===== src/q2e_pkg.sv =====
// shared types, widths and constants for the quaternion to euler angle core
// no dependencies
`default_nettype none
package q2e_pkg;

    localparam int CORDIC_STAGES       = 16;
    localparam int ANGLE_FRACTION_BITS = 13;

    localparam int TABLE_LEN = 24;
    localparam int N_STG     = (CORDIC_STAGES < TABLE_LEN) ? CORDIC_STAGES : TABLE_LEN;

    localparam int Q_W   = 16;   // quaternion component
    localparam int P_W   = 32;   // component product
    localparam int T_W   = 35;   // terms t0..t4 at scale 2^28
    localparam int T2_W  = 30;   // clamped pitch term
    localparam int V_W   = 58;   // radicand at scale 2^56
    localparam int SQ_STEPS = 29;
    localparam int R_W   = SQ_STEPS;      // root width
    localparam int REM_W = R_W + 2;       // remainder width
    localparam int C_W   = 38;   // cordic vector width
    localparam int A_W   = 36;   // angle width at scale 2^30
    localparam int O_W   = 16;   // output angle width

    localparam logic signed [T_W-1:0] ONE_T  = T_W'(64'sd268435456);
    localparam logic [V_W-1:0]        ONE_SQ = V_W'(64'd1) << 56;
    localparam logic signed [A_W-1:0] PI_A   = A_W'(64'sd3373259426);

    localparam logic signed [A_W-1:0] ATAN_TAB [TABLE_LEN] = '{
        A_W'(64'sd843314857), A_W'(64'sd497837829), A_W'(64'sd263043837),
        A_W'(64'sd133525159), A_W'(64'sd67021688),  A_W'(64'sd33543516),
        A_W'(64'sd16775851),  A_W'(64'sd8388437),   A_W'(64'sd4194283),
        A_W'(64'sd2097149),   A_W'(64'sd1048576),   A_W'(64'sd524288),
        A_W'(64'sd262144),    A_W'(64'sd131072),    A_W'(64'sd65536),
        A_W'(64'sd32768),     A_W'(64'sd16384),     A_W'(64'sd8192),
        A_W'(64'sd4096),      A_W'(64'sd2048),      A_W'(64'sd1024),
        A_W'(64'sd512),       A_W'(64'sd256),       A_W'(64'sd128)
    };

    typedef logic signed [Q_W-1:0] t_comp;
    typedef logic signed [T_W-1:0] t_term;
    typedef logic signed [C_W-1:0] t_cval;
    typedef logic signed [O_W-1:0] t_angle;
    typedef logic [V_W-1:0]        t_rad;
    typedef logic [R_W-1:0]        t_root;

    typedef struct packed {
        t_term t0;
        t_term t1;
        t_term t3;
        t_term t4;
        logic signed [T2_W-1:0] t2;
    } t_terms;

endpackage
`default_nettype wire


===== src/q2e_sqrt.sv =====
// pipelined floor square root, one root bit per stage
// depends on q2e_pkg
`default_nettype none
module q2e_sqrt (
    input  wire logic           i_clk,
    input  wire logic           i_en,
    input  wire q2e_pkg::t_rad  i_v,
    output q2e_pkg::t_root      o_root
);
    import q2e_pkg::*;

    logic [REM_W-1:0] r_rem  [SQ_STEPS];
    logic [R_W-1:0]   r_root [SQ_STEPS];
    logic [V_W-1:0]   r_v    [SQ_STEPS];

    logic [REM_W-1:0] s_rem  [SQ_STEPS+1];
    logic [R_W-1:0]   s_root [SQ_STEPS+1];
    logic [V_W-1:0]   s_v    [SQ_STEPS+1];

    assign s_rem[0]  = '0;
    assign s_root[0] = '0;
    assign s_v[0]    = i_v;

    for (genvar k = 0; k < SQ_STEPS; k++) begin : g_stage
        logic [REM_W+1:0] n_acc;
        logic [REM_W+1:0] n_trial;
        assign s_rem[k+1]  = r_rem[k];
        assign s_root[k+1] = r_root[k];
        assign s_v[k+1]    = r_v[k];
        assign n_acc   = {s_rem[k], s_v[k][V_W-1 -: 2]};
        assign n_trial = {2'b00, s_root[k], 2'b01};
        always_ff @(posedge i_clk) begin
            if (i_en) begin
                r_v[k] <= s_v[k] << 2;
                if (n_acc >= n_trial) begin
                    r_rem[k]  <= REM_W'(n_acc - n_trial);
                    r_root[k] <= {s_root[k][R_W-2:0], 1'b1};
                end else begin
                    r_rem[k]  <= REM_W'(n_acc);
                    r_root[k] <= {s_root[k][R_W-2:0], 1'b0};
                end
            end
        end
    end

    assign o_root = s_root[SQ_STEPS];
endmodule
`default_nettype wire


===== config.mk =====
export PLATFORM = sky130hd
export DESIGN_NAME = q2e_sqrt
export DESIGN_NICKNAME = d
export VERILOG_FILES = /design/src/q2e_pkg.sv /design/src/q2e_sqrt.sv
export SDC_FILE = /design/constraint.sdc
export NUM_CORES = 2
export LEC_CHECK = 0
export BUFFER_PORTS_ARGS = -buffer_cell sky130_fd_sc_hd__buf_4
export CELL_PAD_IN_SITES_DETAIL_PLACEMENT = 0
export CELL_PAD_IN_SITES_GLOBAL_PLACEMENT = 2
export CORE_MARGIN = 5
export CORE_UTILIZATION = 50
export CTS_BUF_LIST = sky130_fd_sc_hd__clkbuf_8
export CTS_CLUSTER_DIAMETER = 200
export CTS_CLUSTER_SIZE = 28
export DETAILED_ROUTE_END_ITERATION = 8
export PLACE_DENSITY_LB_ADDON = 0.1
export RECOVER_POWER = 100
export SLEW_MARGIN = 25
export SYNTH_ARGS = -nofsm -noshare
export SYNTH_HDL_FRONTEND = slang
export SYNTH_SLANG_ARGS = --single-unit

===== constraint.sdc =====
create_clock -name i_clk -period 8.9 [get_ports i_clk]
set_input_delay 1.335 -clock i_clk [delete_from_list [all_inputs] [get_ports i_clk]]
set_output_delay 1.335 -clock i_clk [all_outputs]
set_load 0.02 [all_outputs]

Word-level counts from Yosys, hierarchy flattened:

Memories as Yosys holds them, arrays and structs flattened.
Cells that the tools add are included.
W data, S select, Z words.

* latch bits: 0
* ROM bits: 0
* memory bits (writable): 3364
* register bits after elaboration: 0
* memories: 3

Memory list
* r_v: words 29, bits a word 56, read ports 28, clocked after Yosys merged registers in 0, wr ports 29, RTL line q2e_sqrt.sv:14 `logic [V_W-1:0] r_v [SQ_STEPS];`
* r_rem: words 29, bits a word 31, read ports 28, clocked after Yosys merged registers in 0, wr ports 29, RTL line q2e_sqrt.sv:12 `logic [REM_W-1:0] r_rem [SQ_STEPS];`
* r_root: words 29, bits a word 29, read ports 29, clocked after Yosys merged registers in 0, wr ports 29, RTL line q2e_sqrt.sv:13 `logic [R_W-1:0] r_root [SQ_STEPS];`

* muxes and demuxes: 234
* order comparisons: 29
* divide/modulo/power cells: 0
* multiply operators: 0
* equality and inequality tests: 0
* reduce and logical (&&, ||, !) cells: 0
* shift operators: 0
* bitwise gates (word level): 58
* add/subtract/negate cells: 29

Operator list (count)
* $ge A33 B31 Y1: 28
* $mux W31: 29
* $sub A31 B31 Y31: 28
* $mux W29: 29
* $mux W1: 176
* $or A1 B1 Y1: 58
* $sub A2 B1 Y3 const B: 1
* $ge A2 B1 Y1 const B: 1

Logic depth before layout (Yosys ltp):

An unclocked memory read counts as a cell.

* depth after elaboration: 6
* depth in mapped cells: 15
* gate-level depth less buffers: 14

Worst setup path before layout:

Ideal clock, no wire load.

* path type: input to register
* start: input port i_en
* end: memory r_rem[1][279] (netlist bit) (enable)
* data arrival time: 3.688 ns
* path slack: 4.777 ns
* library setup time: 0.435 ns
* path buffers: 4
* data required time: 8.465 ns
* cell stages on the path: 4
* path through: clkbuf_1 > clkbuf_1 > clkbuf_1 > clkbuf_1

RTL lines
* from (decl): RTL line q2e_sqrt.sv:6 `input wire logic i_en,`
* to (decl): RTL line q2e_sqrt.sv:12

==> metrics.txt <==
count of vias placed by the detailed router 54.5k; Horiz. Die Dim 448 um; post-detailed-routing wire length 191,000 um; total stage count of the critical path 9; WL/cell 19.1 um; Internal Pwr Total 15,400 uW; largest area contributor in the synthesized netlist sky130_fd_sc_hd__edfxtp_1; Slowest-stage cell, CP sky130_fd_sc_hd__clkbuf_1; unrepaired setup endpoints after global routing no; Total Routing Usage GR 19.0%; maximum clock rate 157 MHz; number of buffers inserted during clock tree synthesis 83; fraction of the yosys area taken by sequential cells 64.9%; number of nets in the layout 8,011; worst slew margin relative to its limit -199%; LEAKAGE 0.0375 uW; fraction of registers with async set or reset after synthesis 0%; Post-CTS Setup Bufs 0; path type of the worst setup path input port to register; # hold bufs at CTS 0; # IOs 89; insertion delay to the later sink of the worst-skew pair 0.89 ns; max-cap violation count 25; Critical path origin i_en; RD Place Congestion 0.832; area share of the largest cell type after synthesis 64.8%; die boundary height 448 um; synthesized netlist net count 7,928; post-route ant nets 0; Worst setup SP type input port; area inside the core boundary 0.190 mm2; leading cell type in the layout, fill and taps excluded sky130_fd_sc_hd__edfxtp_1; Tightest Pin Transition 4.48 ns; # rows 160; failing checks max-capacitance violations, max-slew violations; top library cells by usage in the layout, fill and taps aside 2,070 x sky130_fd_sc_hd__edfxtp_1, 604 x sky130_fd_sc_hd__inv_1, 567 x sky130_fd_sc_hd__nand2_1, 466 x sky130_fd_sc_hd__ha_1, 449 x sky130_fd_sc_hd__o21ai_0; antenna violations before repair 6; tightest hold margin 0.416 ns; Post-Route Setup TNS 0 ns; effective utilization at floorplan 50.4%; reg2reg setup slack 3.08 ns; number of synthesized register bits 2,071; worst-case reg-to-reg path depth 13; Max IR drop VDD 0.000158 V; H-Tree Level Count 3; number of clock sinks seen by CTS 2,071; worst reg2reg endpoint r_rem[1][241]; Mapped Area 0.0959 mm2; placed cell count 9,910; Final Cycle Share 71.6%; Port Buf Inserts 88; sw power 6490 uW; type of destination of the critical path register; Synth-to-Final Area Change 4.95%; CTS resizes 0; final slew viol count 1,432; clock skew after layout 0.0486 ns; HP Class register to register; first-pass GRT wire length 300,000 um; post-DR vias/cell 5.44; total power divided by cell area 218 mW/mm2; proportion of layout cells with a drive suffix above 1 3.63%; non-filler cells, final 10.0k; number of enable-type register cells in the synthesized netlist 2,070; Clock Pin Slew Worst Setup and Hold Paths 0.16 ns; Data required, critical path 9.56 ns; Detailed Route Iter0 Violations 4,012; maximum single-stage delay on the critical path 2.24 ns; DP Wirelength 141,000 um; status complete, but fails checks; post-synthesis area per instance 13.0 um2; critical path arrival 7.03 ns; worst path buffer plus inverter count 3; Yosys warning total 0; endpoint of the worst setup timing path r_rem[1][123]; crit-path max FO 67; largest delay contributor family on the critical path buffers and inverters; final setup violation count 0; clock tree from TritonCTS done; Root Buffer Master sky130_fd_sc_hd__clkbuf_8; most used cell, CP sky130_fd_sc_hd__clkbuf_1; cell count after synthesis 7,402; sequential power share 60.2%; Netlist cell types 81; critical register-to-register path startpoint r_root[1][175]; critical-path cell list buf_16 -> clkbuf_1 -> nand2_1 -> nor4_1 -> a21boi_0 -> clkbuf_1 -> a2111o_1 -> nor3_1 -> xor2_1; biggest area contributors in the synthesized netlist sky130_fd_sc_hd__edfxtp_1 65%, sky130_fd_sc_hd__ha_1 6.1%, sky130_fd_sc_hd__xor2_1 3.2%; clock share of power 16.3%; switching part of the total 29.6%; prevailing post-synth register cell sky130_fd_sc_hd__edfxtp_1; hold violation count in the final report 0; logic gate share of total power 23.5%; number of global-route vias before repair 53.1k; die outline area 0.201 mm2; maximum number of pins on one net before global-route repair 164; Bufs on Longest Clock Path 3; global-route congestion overflow total 0; post-route minimum period 6.37 ns; DRC viols 0; count of TritonRoute iterations in the first routing pass 6
-- routing by layer --
metal / vias up / part of all wire (%) / global-route usage [%]
met1: 26400 / 45 / 25.6
li1: 27200 / - / -
met3: 190 / 3.3 / 2.00
met5: - / 0.0068 / 0
met4: 2 / 2.2 / 4.81
met2: 763 / 50 / 33.1
-- synthesized netlist by cell type (11+ instances only) --
master                         n
sky130_fd_sc_hd__nand2b_1    114
sky130_fd_sc_hd__xor2_1      347
sky130_fd_sc_hd__nor4_1      105
sky130_fd_sc_hd__o41ai_1      14
sky130_fd_sc_hd__and2_1       43
sky130_fd_sc_hd__edfxtp_1   2070
sky130_fd_sc_hd__o21a_1       84
sky130_fd_sc_hd__nor3_1      194
sky130_fd_sc_hd__a311oi_1     11
sky130_fd_sc_hd__ha_1        466
sky130_fd_sc_hd__a21boi_0     14
sky130_fd_sc_hd__inv_1       596
sky130_fd_sc_hd__or2_2        41
sky130_fd_sc_hd__and3_1       49
sky130_fd_sc_hd__a31o_2       13
sky130_fd_sc_hd__a21oi_1     391
sky130_fd_sc_hd__o31ai_1      36
sky130_fd_sc_hd__nor3b_1      15
sky130_fd_sc_hd__a21o_1      176
sky130_fd_sc_hd__nand2_1     567
sky130_fd_sc_hd__nand3b_1     22
sky130_fd_sc_hd__clkbuf_1    125
sky130_fd_sc_hd__a211oi_1     24
sky130_fd_sc_hd__nor2b_1      74
sky130_fd_sc_hd__or4_1        37
sky130_fd_sc_hd__mux2i_1      12
sky130_fd_sc_hd__o2111ai_1    12
sky130_fd_sc_hd__nand4_1      71
sky130_fd_sc_hd__o21bai_1     39
sky130_fd_sc_hd__mux2_2       45
sky130_fd_sc_hd__xnor2_1     326
sky130_fd_sc_hd__or3_1        81
sky130_fd_sc_hd__o21ai_0     448
sky130_fd_sc_hd__nor4b_1      21
sky130_fd_sc_hd__a211o_1      13
sky130_fd_sc_hd__nor2_1      400
sky130_fd_sc_hd__nand3_1     118
sky130_fd_sc_hd__o211ai_1     21
sky130_fd_sc_hd__a31oi_1      28
-- through the flow --
step / worst slack, ns / total power (uW) / instance area, um2 / utilization, %
2_1_floorplan: 4.78 / 16900 / 95900 / -
3_3_place_gp: 4.22 / 18600 / 99700 / 52.4
3_5_place_dp: 4.12 / 18600 / 99700 / 52.4
4_1_cts: 4.65 / 22200 / 101000 / 53.0
5_1_grt: 2.16 / 23300 / 101000 / 52.8
6_report: 2.53 / 21900 / 101000 / 52.8
-- sequential cells by signal (all words and copies together) (netlist names) --
signal / cells
r_rem: 824
r_v: 812
r_root: 435
-- kinds of logic after synthesis --
group | share of synthesized area [%]
and+or+nand+nor | 10.3
DFF | 64.9
xor gates and xnor gates | 6.15
buffers and inverters | 2.90
AOI/OAI and AO/OA | 9.05
muxes | 0.654
adders and majority gates | 6.08
-- worst min-delay path by stage --
stage                            from          end  slack [ns]  cells after the start
after detailed placement   r_v[0][73]  r_v[0][131]        0.40                      0
after CTS                 r_v[0][593]  r_v[0][651]        0.37                      0
after global placement    r_v[0][190]  r_v[0][248]        0.40                      0
after global routing      r_v[0][593]  r_v[0][651]        0.42                      0
after floorplan            r_v[0][42]  r_v[0][100]        0.40                      0
final                     r_v[0][370]  r_v[0][428]        0.42                      0
-- power by group through the flow --
| stage | Combinational (uW) | Clock (uW) | Sequential, uW |
|---|---|---|---|
| final | 5150 | 3560 | 13200 |
| after CTS | 5190 | 3790 | 13200 |
| after detailed placement | 5160 | 0 | 13400 |
| after floorplan | 3970 | 0 | 13000 |
| after global placement | 5120 | 0 | 13400 |
| after global routing | 5820 | 4110 | 13300 |
-- final cells by class --
cell class              instances  area (um2)
inverters                     598        2240
clock buffers                  85        1170
repair buffers                137         883
clock inverters                12        65.1
diodes                          1        2.50
multi-input cells            4594       30900
well taps                    2511        3140
flip-flops and latches       2071       62200
fillers                     16300       89800
No activity file was read; power rests on OpenSTA's default activity.
